File: config.mk
export PLATFORM = sky130hd
export DESIGN_NAME = bigsize_tlv_stream_router_core
export DESIGN_NICKNAME = d
export VERILOG_FILES = /design/src/sv/bstr_pkg.sv /design/src/sv/bstr_parser.sv /design/src/sv/bstr_obuf.sv /design/src/sv/bigsize_tlv_stream_router_core.sv
export SDC_FILE = /design/constraint.sdc
export NUM_CORES = 1
export LEC_CHECK = 0
export ABC_AREA = 0
export BUFFER_PORTS_ARGS = -buffer_cell sky130_fd_sc_hd__buf_2
export CORE_MARGIN = 10
export CORE_UTILIZATION = 45
export CTS_CLUSTER_DIAMETER = 100
export DETAILED_ROUTE_END_ITERATION = 7
export PLACE_DENSITY_LB_ADDON = 0.08
export SYNTH_ARGS = -nofsm -noshare
export SYNTH_HDL_FRONTEND = slang
export SYNTH_HIERARCHICAL = 1
export SYNTH_SLANG_ARGS = --single-unit
File: constraint.sdc
create_clock -name clk_i -period 9.6 [get_ports clk_i]
set_input_delay 0.96 -clock clk_i [delete_from_list [all_inputs] [get_ports clk_i]]
set_output_delay 0.96 -clock clk_i [all_outputs]
set_load 0.02 [all_outputs]
File: src/sv/bstr_pkg.sv
// Shared types and constants of the BigSize TLV stream router.
// No dependencies.
package bstr_pkg;

  // Parameter defaults
  localparam int unsigned PAYLOAD_MAX_DEF = 2048;
  localparam int unsigned INNER_MAX_DEF   = 1024;
  localparam int unsigned APP_MAX_DEF     = 512;

  // Item kinds
  localparam logic FUNC_START = 1'b0;
  localparam logic FUNC_BYTE  = 1'b1;

  // Result event codes
  localparam logic [1:0] EVT_NONE   = 2'd0;
  localparam logic [1:0] EVT_HEADER = 2'd1;
  localparam logic [1:0] EVT_VALUE  = 2'd2;

  // Route codes
  localparam logic [1:0] ROUTE_NEXT_NODE = 2'd0;
  localparam logic [1:0] ROUTE_INNER     = 2'd1;
  localparam logic [1:0] ROUTE_APP       = 2'd2;

  // Parse status codes
  localparam logic [1:0] STAT_CLEAN     = 2'd0;
  localparam logic [1:0] STAT_TRUNCATED = 2'd1;
  localparam logic [1:0] STAT_OVERRUN   = 2'd2;

  // BigSize prefixes, record type constants and the next-node record length
  localparam logic [7:0]  BIGSIZE_PFX_2  = 8'hfd;
  localparam logic [7:0]  BIGSIZE_PFX_4  = 8'hfe;
  localparam logic [63:0] TYPE_NEXT_NODE = 64'd4;
  localparam logic [63:0] TYPE_INNER     = 64'd6;
  localparam logic [11:0] NEXT_NODE_LEN  = 12'd33;

  typedef struct packed {
    logic        func;
    logic [11:0] payload_length;
    logic [7:0]  data_byte;
  } in_item_t;

  typedef struct packed {
    logic [1:0]  event_res;
    logic [1:0]  route;
    logic [7:0]  data_out;
    logic [63:0] record_type;
    logic [10:0] record_length;
    logic        packet_done;
    logic        final_hop;
    logic [1:0]  parse_status;
  } out_item_t;

endpackage

File: src/sv/bstr_parser.sv
// Parser state and per-byte TLV decode for the stream router.
// Depends on bstr_pkg.
module bstr_parser import bstr_pkg::*; #(
  parameter int unsigned PAYLOAD_MAX = PAYLOAD_MAX_DEF,
  parameter int unsigned INNER_MAX   = INNER_MAX_DEF,
  parameter int unsigned APP_MAX     = APP_MAX_DEF
) (
  input  logic      clk_i,
  input  logic      rst_ni,
  input  logic      accept_i,
  input  in_item_t  item_i,
  output out_item_t result_o
);

  localparam logic [16:0] PayloadLim = 17'(PAYLOAD_MAX);
  localparam logic [16:0] InnerLim   = 17'(INNER_MAX);
  localparam logic [16:0] AppLim     = 17'(APP_MAX);

  typedef enum logic [2:0] {
    PH_IDLE       = 3'd0,
    PH_TYPE_FIRST = 3'd1,
    PH_TYPE_MORE  = 3'd2,
    PH_LEN_FIRST  = 3'd3,
    PH_LEN_MORE   = 3'd4,
    PH_VALUE      = 3'd5,
    PH_STOP       = 3'd6
  } phase_e;

  phase_e      phase_q, phase_d;
  logic [3:0]  bsl_q, bsl_d;
  logic [63:0] acc_q, acc_d;
  logic [63:0] held_type_q, held_type_d;
  logic [11:0] rem_q, rem_d;
  logic [11:0] vbl_q, vbl_d;
  logic [1:0]  route_q, route_d;
  logic        rec_acc_q, rec_acc_d;
  logic        saw_next_q, saw_next_d;
  logic [1:0]  stop_q, stop_d;

  logic [7:0]  b;
  logic [11:0] rem_dec;
  logic [3:0]  bsl_dec;
  logic [11:0] vbl_dec;
  logic [3:0]  pfx_n;
  logic [11:0] len_sat;
  logic        is_prefix;
  logic        field_done;
  logic        field_is_len;
  logic [11:0] v12;
  logic        v_over;

  assign b         = item_i.data_byte;
  assign rem_dec   = rem_q - 12'd1;
  assign bsl_dec   = (bsl_q != 4'd0) ? bsl_q - 4'd1 : 4'd0;
  assign vbl_dec   = (vbl_q != 12'd0) ? vbl_q - 12'd1 : 12'd0;
  assign is_prefix = (b >= BIGSIZE_PFX_2);
  assign pfx_n     = (b == BIGSIZE_PFX_2) ? 4'd2 : ((b == BIGSIZE_PFX_4) ? 4'd4 : 4'd8);
  assign len_sat   = ({5'd0, item_i.payload_length} > PayloadLim) ?
                     PayloadLim[11:0] : item_i.payload_length;

  // Next state and result for one accepted transaction
  always_comb begin
    phase_d      = phase_q;
    bsl_d        = bsl_q;
    acc_d        = acc_q;
    held_type_d  = held_type_q;
    rem_d        = rem_q;
    vbl_d        = vbl_q;
    route_d      = route_q;
    rec_acc_d    = rec_acc_q;
    saw_next_d   = saw_next_q;
    stop_d       = stop_q;
    result_o     = '0;
    field_done   = 1'b0;
    field_is_len = (phase_q == PH_LEN_FIRST) || (phase_q == PH_LEN_MORE);
    v12          = '0;
    v_over       = 1'b0;

    if (accept_i) begin
      if (item_i.func == FUNC_START) begin
        // New packet: clear everything, load saturated length
        bsl_d       = '0;
        acc_d       = '0;
        held_type_d = '0;
        vbl_d       = '0;
        route_d     = '0;
        rec_acc_d   = 1'b0;
        saw_next_d  = 1'b0;
        stop_d      = STAT_CLEAN;
        rem_d       = len_sat;
        phase_d     = (len_sat != 12'd0) ? PH_TYPE_FIRST : PH_IDLE;
      end else if (phase_q != PH_IDLE && rem_q != 12'd0) begin
        rem_d = rem_dec;
        unique case (phase_q)
          PH_TYPE_FIRST, PH_LEN_FIRST: begin
            if (!is_prefix) begin
              acc_d      = {56'd0, b};
              field_done = 1'b1;
            end else if ({8'd0, pfx_n} > rem_dec) begin
              stop_d  = STAT_TRUNCATED;
              phase_d = PH_STOP;
            end else begin
              acc_d   = '0;
              bsl_d   = pfx_n;
              phase_d = field_is_len ? PH_LEN_MORE : PH_TYPE_MORE;
            end
          end
          PH_TYPE_MORE, PH_LEN_MORE: begin
            acc_d = {acc_q[55:0], b};
            bsl_d = bsl_dec;
            field_done = (bsl_dec == 4'd0);
          end
          PH_VALUE: begin
            if (rec_acc_q) begin
              result_o.event_res = EVT_VALUE;
              result_o.route     = route_q;
              result_o.data_out  = b;
            end
            vbl_d = vbl_dec;
            if (vbl_dec == 12'd0) begin
              phase_d = PH_TYPE_FIRST;
            end
          end
          default: begin
          end
        endcase

        // Completed BigSize field
        if (field_done) begin
          if (!field_is_len) begin
            held_type_d = acc_d;
            if (rem_dec == 12'd0) begin
              stop_d  = STAT_TRUNCATED;
              phase_d = PH_STOP;
            end else begin
              phase_d = PH_LEN_FIRST;
            end
          end else begin
            v12    = acc_d[11:0];
            v_over = (|acc_d[63:12]) || (v12 > rem_dec);
            if (v_over) begin
              stop_d  = STAT_OVERRUN;
              phase_d = PH_STOP;
            end else begin
              rec_acc_d = 1'b0;
              if (held_type_q == TYPE_NEXT_NODE) begin
                if (v12 == NEXT_NODE_LEN) begin
                  rec_acc_d  = 1'b1;
                  route_d    = ROUTE_NEXT_NODE;
                  saw_next_d = 1'b1;
                end
              end else if (held_type_q == TYPE_INNER) begin
                if ({5'd0, v12} <= InnerLim) begin
                  rec_acc_d = 1'b1;
                  route_d   = ROUTE_INNER;
                end
              end else if (!saw_next_q && ({5'd0, v12} <= AppLim)) begin
                rec_acc_d = 1'b1;
                route_d   = ROUTE_APP;
              end
              if (rec_acc_d) begin
                result_o.event_res     = EVT_HEADER;
                result_o.route         = route_d;
                result_o.record_type   = held_type_q;
                result_o.record_length = v12[10:0];
              end
              vbl_d   = v12;
              phase_d = (v12 != 12'd0) ? PH_VALUE : PH_TYPE_FIRST;
            end
          end
        end

        // Last payload byte reports the packet outcome
        if (rem_dec == 12'd0) begin
          result_o.packet_done  = 1'b1;
          result_o.final_hop    = ~saw_next_d;
          result_o.parse_status = (phase_d == PH_STOP) ? stop_d : STAT_CLEAN;
          phase_d = PH_IDLE;
        end
      end
    end
  end

  // Parser state
  always_ff @(posedge clk_i or negedge rst_ni) begin
    if (!rst_ni) begin
      phase_q     <= PH_IDLE;
      bsl_q       <= '0;
      acc_q       <= '0;
      held_type_q <= '0;
      rem_q       <= '0;
      vbl_q       <= '0;
      route_q     <= '0;
      rec_acc_q   <= 1'b0;
      saw_next_q  <= 1'b0;
      stop_q      <= STAT_CLEAN;
    end else begin
      phase_q     <= phase_d;
      bsl_q       <= bsl_d;
      acc_q       <= acc_d;
      held_type_q <= held_type_d;
      rem_q       <= rem_d;
      vbl_q       <= vbl_d;
      route_q     <= route_d;
      rec_acc_q   <= rec_acc_d;
      saw_next_q  <= saw_next_d;
      stop_q      <= stop_d;
    end
  end

endmodule

File: src/sv/bstr_obuf.sv
// Result register with skid stage for the stream router output channel.
// Depends on bstr_pkg.
module bstr_obuf import bstr_pkg::*; (
  input  logic      clk_i,
  input  logic      rst_ni,
  input  logic      in_valid_i,
  output logic      in_stall_o,
  input  out_item_t in_item_i,
  output logic      out_valid_o,
  input  logic      out_stall_i,
  output out_item_t out_item_o
);

  logic      out_valid_q;
  logic      skid_valid_q;
  out_item_t out_item_q;
  out_item_t skid_item_q;
  logic      accept;
  logic      out_free;

  assign in_stall_o  = skid_valid_q;
  assign accept      = in_valid_i & ~skid_valid_q;
  assign out_free    = ~out_valid_q | ~out_stall_i;
  assign out_valid_o = out_valid_q;
  assign out_item_o  = out_item_q;

  // Control: output register refills from skid first, then from input
  always_ff @(posedge clk_i or negedge rst_ni) begin
    if (!rst_ni) begin
      out_valid_q  <= 1'b0;
      skid_valid_q <= 1'b0;
    end else if (out_free) begin
      out_valid_q  <= skid_valid_q | accept;
      skid_valid_q <= 1'b0;
    end else if (accept) begin
      skid_valid_q <= 1'b1;
    end
  end

  // Payload
  always_ff @(posedge clk_i) begin
    if (out_free) begin
      if (skid_valid_q) begin
        out_item_q <= skid_item_q;
      end else if (accept) begin
        out_item_q <= in_item_i;
      end
    end else if (accept) begin
      skid_item_q <= in_item_i;
    end
  end

endmodule

File: src/sv/bigsize_tlv_stream_router_core.sv
// BigSize TLV stream router: top level.
// Depends on bstr_pkg, bstr_parser and bstr_obuf.
//
// Input channel (in_valid_i / in_stall_o / in_data_i): a start transaction
// (func 0) loads the payload length; each byte transaction (func 1) carries
// one decrypted payload byte. Every accepted transaction yields exactly one
// result transaction on the output channel (out_valid_o / out_stall_i /
// out_data_o): a record header, a routed value byte, or an empty result,
// with packet_done, final_hop and parse_status set on the last payload byte.
// The result is registered in the output register, or in the skid register
// when the receiver stalls. Throughput: one transaction per cycle while
// in_stall_o is low; the parser updates its counters and the 64-bit BigSize
// accumulator combinationally between input handshake and result register.
// When the receiver stalls, the held result stays put and one further
// transaction is taken into a skid register; in_stall_o then rises until
// the output register drains.
// Reset puts the parser in idle with all counters cleared and both output
// registers empty; byte transactions seen while idle give empty results.
module bigsize_tlv_stream_router_core import bstr_pkg::*; #(
  parameter int unsigned PAYLOAD_MAX = PAYLOAD_MAX_DEF,
  parameter int unsigned INNER_MAX   = INNER_MAX_DEF,
  parameter int unsigned APP_MAX     = APP_MAX_DEF
) (
  input  logic      clk_i,
  input  logic      rst_ni,
  input  logic      in_valid_i,
  output logic      in_stall_o,
  input  in_item_t  in_data_i,
  output logic      out_valid_o,
  input  logic      out_stall_i,
  output out_item_t out_data_o
);

  logic      in_accept;
  out_item_t result;

  assign in_accept = in_valid_i & ~in_stall_o;

  // Decode
  bstr_parser #(
    .PAYLOAD_MAX (PAYLOAD_MAX),
    .INNER_MAX   (INNER_MAX),
    .APP_MAX     (APP_MAX)
  ) u_parser (
    .clk_i    (clk_i),
    .rst_ni   (rst_ni),
    .accept_i (in_accept),
    .item_i   (in_data_i),
    .result_o (result)
  );

  // Result register and skid
  bstr_obuf u_obuf (
    .clk_i       (clk_i),
    .rst_ni      (rst_ni),
    .in_valid_i  (in_valid_i),
    .in_stall_o  (in_stall_o),
    .in_item_i   (result),
    .out_valid_o (out_valid_o),
    .out_stall_i (out_stall_i),
    .out_item_o  (out_data_o)
  );

endmodule

==> Word level (Yosys, flattened, before mapping) <==
Index checks and enable logic that the tools add are counted.
{ "word_totals": {"regBits": 349, "latchBits": 0, "ram_bits": 0, "rom_bits": 0, "wordCells": 204, "n_memories": 0} }
{ "op_classes": {"add_sub_neg": 3, "n_mul": 0, "n_div": 0, "order_cmp": 6, "n_eq_ne": 19, "n_shift": 0, "muxes": 115, "n_bitwise": 8, "n_reduce_logical": 25} }
{ "op_table": {"columns": ["cell", "n"], "rows": [
  ["2-to-1 mux 64 bit", 11],
  ["2-to-1 mux 91 bit", 4],
  ["2-to-1 mux 75 bit", 4],
  ["2-to-1 mux 12 bit", 12],
  ["equality test 64 x 3 -> 1 bit (second input constant)", 2],
  ["case mux 64 bit (2 select lines)", 1],
  ["OR reduction 52 bit", 1],
  ["2-to-1 mux 4 bit", 12],
  ["nonzero test 12 bit", 4],
  ["2-to-1 mux 3 bit", 15],
  ["2-to-1 mux 2 bit", 20],
  ["2-to-1 mux 1 bit", 33],
  ["logical NOT 12 bit", 2],
  ["subtractor 12 x 1 -> 12 bit (second input constant)", 2],
  ["equality test 8 bit (second input constant)", 2],
  ["equality test 12 x 6 -> 1 bit (second input constant)", 1],
  ["> comparator 12 bit", 1],
  ["> comparator 12 bit (second input constant)", 1],
  ["> comparator 4 x 12 -> 1 bit", 1],
  ["less-or-equal comparator 12 x 10 -> 1 bit (second input constant)", 1],
  ["less-or-equal comparator 12 x 11 -> 1 bit (second input constant)", 1],
  ["AND reduction 5 bit", 2],
  ["equality test 3 bit (second input constant)", 3],
  [">= comparator 8 bit (second input constant)", 1],
  ["other kinds (24)", 39]
]} }

==> Depth between registers and ports, before layout <==
Gate-level depths: netlist of the first run.
{ "logic_depth": {"word_depth": 29, "ltp_mapped": 27, "mapped_depth_nobuf": 23} }

==> By module <==
Netlist of the first run, hierarchy kept.
{ "modules_own_cells": {"columns": ["module", "instances", "cells_each", "area_each_um2", "seq_area_each_um2"], "rows": [
  ["bstr_parser", 1, 1119, 9569.2, 4129.0],
  ["bstr_obuf", 1, 290, 6849.1, 5515.3],
  ["bigsize_tlv_stream_router_core", 1, 1, 13.8, 0.0]
]} }

==> Worst setup path before layout of the first run <==
No wires, ideal clock.
{ "synth_path": {"path_type": "input-to-reg", "startpoint": "input in_data_i[7] (netlist bit)", "endpoint": "register u_obuf.out_item_q, in the netlist u_obuf/out_item_o[41], data pin", "setup_ps": 129, "arrival_ps": 6198, "required_time_ps": 9471, "setup_slack_ps": 3274, "cell_stages": 27, "n_path_buf": 4, "cell_sequence": "buf_2 > and4_1 > nand3_1 > nor3b_1 > nor2_1 > ha_1 > and3_1 > or4b_4 > o221ai_4 > nor2_4 > a21o_1 > buf_6 > a21boi_2 > inv_2 > ha_1 > nor2b_1 > o211ai_1 > a211oi_1 > o31a_1 > or3_1 > or2_2 > o31ai_2 > o31a_2 > buf_6 > buf_6 > and2_1 > mux2_4"} }
{ "synth_lines": {"columns": ["element", "line", "source"], "rows": [
  ["start, declared", "bigsize_tlv_stream_router_core.sv:28", "input in_item_t in_data_i,"],
  ["end signal, assigned", "bstr_obuf.sv:44", "out_item_q <= skid_item_q;"],
  ["end signal, assigned", "bstr_obuf.sv:46", "out_item_q <= in_item_i;"],
  ["end, declared", "bstr_obuf.sv:16", "out_item_t out_item_q;"]
]} }

==> results of run 1 <==
synth_stat cells (4+ instances only):
library cell and number:
nor3b_1 6, buf_1 4, nor3_1 21, and2_1 85
xor2_1 7, o21ai_0 166, ha_1 18, nand4_1 12
buf_2 6, nand2_1 191, nand3_1 12, clkbuf_1 64
mux2_2 48, or4_1 8, edfxtp_1 182, nor2b_1 5
a2bb2oi_1 4, dfrtp_1 167, o211ai_1 7, a21oi_1 26
o31a_1 6, a31oi_1 11, o31ai_1 5, or3_1 11
or2_2 7, nor2_1 45, inv_1 19, a41oi_1 5
mux2i_1 5, nand2b_1 6, a22oi_1 53, and3_1 6
buf_6 12, a21o_1 15, a211o_1 4, a22o_1 21
mux2_4 46, nor4_1 35, a211oi_1 4
placed cells by master (no fill, tap or decap), types with 5 or more instances in the layout:
cell / count
o31a_1: 6
a21oi_1: 26
nand3_1: 12
nand2b_1: 6
o211ai_1: 7
mux2_2: 48
buf_2: 116
mux2i_1: 5
a41oi_1: 5
nor2_1: 45
clkbuf_16: 40
inv_1: 19
a22o_1: 21
xor2_1: 7
nor3b_1: 6
nand2_1: 190
a22oi_1: 53
nor3_1: 21
a31oi_1: 11
nor4_1: 35
mux2_4: 46
nand4_1: 12
dfrtp_1: 166
or3_1: 10
nor2b_1: 5
o31ai_1: 5
o21ai_0: 166
clkbuf_1: 18
ha_1: 18
or4_1: 8
and2_1: 84
or2_2: 7
and3_1: 6
edfxtp_1: 182
a21o_1: 14
buf_4: 14
logic make-up (layout without fill, tap and decap cells):
group                      Yosys count  count (layout)  share of synthesized area [%]
buffers and inverters              110             223                           3.13
adders and majority gates           18              18                           1.37
AOI/OAI and AO/OA                  356             356                           13.9
DFF                                349             349                           58.7
xor gates and xnor gates            10              10                          0.533
and+or+nand+nor                    468             468                           14.6
muxes                               99              99                           7.80
worst max path at each step:
stage                            start  slack (ns)                         endpoint
after detailed placement  in_data_i[7]        1.51  u_obuf/out_item_o[24]$_DFFE_PP_
final                     in_data_i[7]        2.02  u_obuf/out_item_o[19]$_DFFE_PP_
after CTS                 in_data_i[7]        2.07  u_obuf/out_item_o[25]$_DFFE_PP_
after global placement    in_data_i[7]        1.74  u_obuf/out_item_o[11]$_DFFE_PP_
after global routing      in_data_i[7]        1.35  u_obuf/out_item_o[25]$_DFFE_PP_
after floorplan           in_data_i[7]        3.27  u_obuf/out_item_o[41]$_DFFE_PP_
power by group:
group / switching [uW] / total, uW / internal (uW) / leakage (uW)
sequential: 162 / 1870 / 1710 / 0.00408
combinational: 860 / 1280 / 421 / 0.00295
clock: 599 / 1410 / 809 / 0.000570
total: 1620 / 4560 / 2940 / 0.00760
routing by layer:
metal	track usage (%)	vias up	routed length, um
met2	33.4	278	21800
met4	6.97	0	1370
met3	3.34	84	1810
li1	-	5387	-
met5	0	-	0
met1	24.3	5701	18200
sequential cells by signal (all words and copies together), names as in the netlist, 2 cells and up:
signal and count:
u_obuf/skid_item_q 91, u_parser/rem_q 12, u_parser/bsl_q 4, u_parser/held_type_q 64, u_parser/phase_q 3, u_parser/vbl_q 12, u_parser/acc_q 64, u_parser/route_q 2
u_obuf/out_item_o 91, u_parser/stop_q 2
worst register-to-register path, cell delays in order (launching register included):
cell      delay (ns)
dfrtp_1         0.47
nor4_1          0.50
nor2_1          0.21
ha_1            0.36
and3_1          0.17
or4b_4          0.47
o221ai_4        0.14
nor2_4          0.13
a21o_1          0.19
a222oi_1        0.43
inv_1           0.21
ha_1            0.37
nand4_1         0.10
or3_1           0.35
o31a_1          0.13
or3_1           0.76
or2_2           0.47
o31ai_2         0.35
o31a_2          0.68
buf_12          0.27
and2_1          0.22
mux2_2          0.15
cell type report:
type	count	area [um2]
Inverter	21	78.8
Fill cell	3152	17300
Clock inverter	11	105
Sequential cell	349	9650
Multi-Input combinational cell	951	6300
Tap cell	461	577
Timing Repair Buffer	132	717
Clock buffer	59	1080
per-stage QoR:
step	setup slack, ns	std cells	cell area [um2]
after floorplan	3.27	1410	16400
after global placement	1.74	1914	17300
after detailed placement	1.51	1914	17300
after CTS	2.07	1984	18500
after global routing	1.35	1984	18500
final	2.02	1984	18500
==> run metrics, run 1 <==
slew margin rel. 27.4%; Worst R2R Setup Slack 2.35 ns; Synth area leader edfxtp_1; clk sinks ~350; hold crit path type flip-flop to flip-flop; fin. max-slew vios 0; hold path startpoint u_parser/held_type_q[40]$_DFFE_PN0P_; Mapped Area 16,400 um2; register bit total from synthesis 349; GPL Wtd Cong between 0.8 and 0.9; CP required 10.02 ns; residual DRC count 0; clock skew 0.0197 ns; Synth top area share 33.3%; IO Pins approximately 120; WP depth 24; Slew @ Worst Pin 1.09 ns; Hold Buf Count CTS 0; Final HPWL DP 29.0 mm; Mapped Nets 1,453; post-route minimum period 7.58 ns; end of the worst hold path u_parser/held_type_q[40]$_DFFE_PN0P_; RSZ-0062 raised after global routing no; ys async rst share a little under half; post-layout util 51.7%; slowest CP cell or3_1; Post-Synthesis Cells between 1,000 and 1,500; CTS Buf Count 39; Tcrit/Tclk final 79.0%; type of the worst setup path primary input to flip-flop; number of port buffers 117; core area 35,800 um2; layout cells sized above 1 19.9%; final WL 43.2 mm; R2R cell count 21; area delta synth->final 12.6%; total power 4560 uW; CP arrival around 8 ns; max-cap violations 0; DR vias 11,450; Pleak 0.00760 uW; DR vias/cell 5.77; Yosys warning total 6; clock root cell clkbuf_16; Die Area 44,600 um2; wire length per cell 21.8 um; fmax 132 MHz; clk slew on worst S/H paths 0.06 ns; Reg-to-Reg End u_obuf/out_item_o[19]$_DFFE_PP_; power density cells 246 nW/um2; # H-tree levels 2; Hold Crit Depth 2; Syn Area/Cell 11.7 um2; Critical Path, Cell by Cell buf_2 -> and4_1 -> nand3_1 -> nor3b_1 -> nor2_1 -> ha_1 -> and3_1 -> or4b_4 -> o221ai_4 -> nor2_4 -> a21o_1 -> a222oi_1 -> inv_1 -> ha_1 -> nand4_1 -> or3_1 -> o31a_1 -> or3_1 -> or2_2 -> o31ai_2 -> o31a_2 -> buf_12 -> and2_1 -> mux2_2; 1st-iter DRT viols 1,008; # resized after CTS 0; Setup TNS 0 ns; largest net degree at the start of global routing 93; final hold vios 0; endpoints failing setup 0; first-pass iteration count of the detailed router 5; number of flops mapped to enable cells by yosys 182; CP max FO 41; reg2reg start u_parser/rem_q[0]$_DFFE_PN0P_; VDD IR max 0.000177 V; Clock Path Buffers 3; Seq/Total Area, Yosys 58.7%; Yosys cell types 75; antenna violations before repair 0; chip width 211 um; Die Y-Extent 211 um; global-route wire length before repair 68.7 mm; # diodes 0; post-CTS setup buffers 0; vias in the first global route 11,643; CP endpoint kind flip-flop; largest cells by area after synthesis edfxtp_1, dfrtp_1, o21ai_0; TritonCTS clock tree built; clk_lat worst skew 0.55 ns; GR Util All Layers around a fifth; CP top delay family simple AND/OR/NAND/NOR gates; fin nets between 1,500 and 2,000; WHS ~0.49 ns; predominant post-synthesis flop cell edfxtp_1; grt ovf 0; Buf+Inv Stages, Crit Path 3; Initial Utilization 45.9%; run status finished, final reports clean; crit-path max cell delay between 0.7 and 0.8 ns; Worst Setup Start Kind primary input; Placement Rows between 60 and 70; Final ANT Viol Nets 0
(Power assumes the default switching activity.)
==> run 2: changes to the inputs <==
==> constraint.sdc (replaced) <==
create_clock -name clk_i -period 7.05 [get_ports clk_i]
set_input_delay 0.705 -clock clk_i [delete_from_list [all_inputs] [get_ports clk_i]]
set_output_delay 0.705 -clock clk_i [all_outputs]
set_load 0.02 [all_outputs]
==> run 2 against run 1 <==
Compared with the run above:
- combinational power is 39% higher
- via count hardly changed
- largest cell class unchanged
- clock power is 43% higher
- sequential share of layout area is 0.32 points lower
- final cell count is 0.30% higher
- critical path type is now flip-flop to flip-flop
- highest routed layer unchanged
- first-iteration DRC count is 3.9% lower
==> run metrics, run 2 (same netlist as run 1, synthesis figures left out) <==
Initial Utilization 45.9% (unchanged); final hold vios 0 (unchanged); sw frac 34.9% (was 35.5%); # resized after CTS 0 (unchanged); commonest non-fill, non-tap cell in the layout nand2_1 (unchanged); fin nets 1,542 (was 1,537); CP endpoint kind flip-flop (unchanged); reg2reg start u_parser/rem_q[0]$_DFFE_PN0P_ (unchanged); # diodes 0 (unchanged); DR vias 11,443 (was 11,450); GR Util All Layers 19.3% (was 19.5%); CP max FO 78 (was 41); largest net degree at the start of global routing 104 (was 93); Slew @ Worst Pin 1.16 ns (was 1.09 ns); fmax around 160 MHz; hold crit path type primary input to asynchronous set/reset pin (was flip-flop to flip-flop); Worst setup startpoint u_parser/rem_q[0]$_DFFE_PN0P_ (was in_data_i[7]); global-route wire length before repair 67.8 mm (was 68.7 mm); most frequent cells in the layout nand2_1, edfxtp_1, dfrtp_1, o21ai_0, buf_2 (unchanged); design area 18,600 um2 (was 18,500 um2); switching pwr 2210 uW (was 1620 uW); max-cap violations 0 (unchanged); VDD IR max 0.000234 V (was 0.000177 V); chip width 211 um (unchanged); fin. max-slew vios 0 (unchanged); endpoints failing setup 0 (unchanged); post-route minimum period 6.37 ns; slowest CP cell nor4_1 (was or3_1); number of port buffers 117 (unchanged); Die Area 44,600 um2 (unchanged); clock root cell clkbuf_16 (unchanged); clk sinks 349 (unchanged); CP top delay family simple AND/OR/NAND/NOR gates (unchanged); # H-tree levels 2 (unchanged); CTS Buf Count 39 (unchanged); core area 35,800 um2 (unchanged); Final ANT Viol Nets 0 (unchanged); WP depth 21 (was 24); run status finished, final reports clean (unchanged); CP required 7.47 ns (was 10.02 ns); power density cells 340 nW/um2 (was 246 nW/um2); Clk pwr share 31.9% (was 30.9%); Reg-to-Reg End u_obuf/out_item_o[5]$_DFFE_PP_ (was u_obuf/out_item_o[19]$_DFFE_PP_); dpl cell area 17,400 um2 (was 17,300 um2); Pleak 0.00767 uW (was 0.00760 uW); antenna violations before repair 0 (unchanged); Placement Rows 69 (unchanged); wire length per cell 21.6 um (was 21.8 um); Setup TNS 0 ns (unchanged); Reg power frac 40.1% (was 41.0%); area delta synth->final 13.3% (was 12.6%); post-CTS setup buffers 0 (unchanged); 1st-iter DRT viols 969 (was 1,008); first-pass iteration count of the detailed router 5 (unchanged); type of the worst setup path flip-flop to flip-flop (was primary input to flip-flop); IO Pins 118 (unchanged); final WL 42.9 mm (was 43.2 mm); DR vias/cell 5.75 (was 5.77); clk_lat worst skew 0.55 ns (about the same); Final HPWL DP 28.7 mm (was 29.0 mm); Tcrit/Tclk final 90.3%; grt ovf 0 (unchanged); GPL Wtd Cong 0.894 (was 0.889); TritonCTS clock tree built (unchanged); fill count 3,202 (was 3,152); Worst R2R Setup Slack 0.68 ns (was 2.35 ns); slew margin rel. 22.3% (was 27.4%); Worst Setup Start Kind flip-flop (was primary input); clk slew on worst S/H paths 0.06 ns (about the same); layout cells sized above 1 20.3% (was 19.9%); residual DRC count 0 (unchanged); Die Y-Extent 211 um (unchanged); clock skew 0.0120 ns (was 0.0197 ns); Internal Power 4130 uW (was 2940 uW); CP arrival 6.78 ns (was 8.00 ns); Clock Path Buffers 3 (unchanged); Hold Buf Count CTS 0 (unchanged); Buf+Inv Stages, Crit Path 2 (was 3); Critical Path, Cell by Cell nor4_1 -> nor2_1 -> ha_1 -> and3_1 -> or4b_4 -> o221ai_4 -> nor2_4 -> a21o_1 -> a222oi_1 -> inv_1 -> ha_1 -> nand4_1 -> or3_1 -> o31a_1 -> or3_1 -> or2_2 -> o31ai_2 -> o31a_2 -> buf_12 -> and2_1 -> mux2_2 (was buf_2 -> and4_1 -> nand3_1 -> nor3b_1 -> nor2_1 -> ha_1 -> and3_1 -> or4b_4 -> o221ai_4 -> nor2_4 -> a21o_1 -> a222oi_1 -> inv_1 -> ha_1 -> nand4_1 -> or3_1 -> o31a_1 -> or3_1 -> or2_2 -> o31ai_2 -> o31a_2 -> buf_12 -> and2_1 -> mux2_2); R2R cell count 21 (unchanged); crit-path max cell delay 0.53 ns (was 0.76 ns); vias in the first global route 11,397 (was 11,643); RSZ-0062 raised after global routing no (unchanged); Comb pwr share 28.0% (was 28.1%)
run 2: cell types whose count changed in the layout (fill, tap and decap cells not counted), sizes merged:
cell | before | now
clkinvlp | 1 | 0
clkinv | 10 | 14
clkbuf | 59 | 55
buf | 132 | 137
bufinv | 1 | 3
run 2: layout make-up:
cell class	count	area, um2	area share, %
multi-input combinational	951	6300	33.8
sequential	349	9650	51.8
clock inverter	16	145	0.779
clock buffer	55	1120	6.01
tap	461	577	3.10
timing repair buffer	137	754	4.05
inverter	21	78.8	0.423
run 2: worst max-delay path by stage:
stage                                           end  slack, ns
detailed placement   u_obuf/out_item_o[5]$_DFFE_PP_       0.19
floorplan            u_obuf/out_item_o[0]$_DFFE_PP_       0.79
CTS                  u_obuf/out_item_o[5]$_DFFE_PP_       0.72
global route        u_obuf/out_item_o[22]$_DFFE_PP_       0.30
global placement     u_obuf/out_item_o[5]$_DFFE_PP_       0.36
finish               u_obuf/out_item_o[5]$_DFFE_PP_       0.68
run 2: power by group through the flow:
stage                     clock, uW  sequential [uW]  combinational, uW
after CTS                      2080             2540               1770
after global routing           2160             2570               1940
after floorplan                   0             2530               1230
after detailed placement          0             2580               1760
after global placement            0             2570               1760
final                          2020             2540               1780
run 2: routing by layer:
metal	share of wire, %	global-route usage, %	vias up
li1	-	-	5403
met5	0	0	-
met1	42	24.0	5697
met3	4.3	3.10	70
met4	2.7	6.89	0
met2	51	33.4	273
run 2: worst reg2reg max path: stages, from the launching register on:
cell	delay (ns)
dfrtp_1	0.45
nor4_1	0.53
nor2_1	0.23
ha_1	0.37
and3_1	0.17
or4b_4	0.47
o221ai_4	0.14
nor2_4	0.13
a21o_1	0.19
a222oi_1	0.40
inv_1	0.22
ha_1	0.38
nand4_1	0.11
or3_1	0.36
o31a_1	0.13
or3_1	0.37
or2_2	0.31
o31ai_2	0.37
o31a_2	0.24
buf_12	0.27
and2_1	0.23
mux2_2	0.16
run 2: metrics by stage:
step	setup WS [ns]	cells	power (uW)	hold WS (ns)	util [%]
floorplan	0.792	1410	3770	0.409	-
global placement	0.358	1919	4340	0.473	48.5
detailed placement	0.190	1919	4340	0.477	48.5
CTS	0.723	1990	6390	0.280	52.0
global route	0.303	1990	6670	0.306	52.0
finish	0.685	1990	6340	0.251	52.0
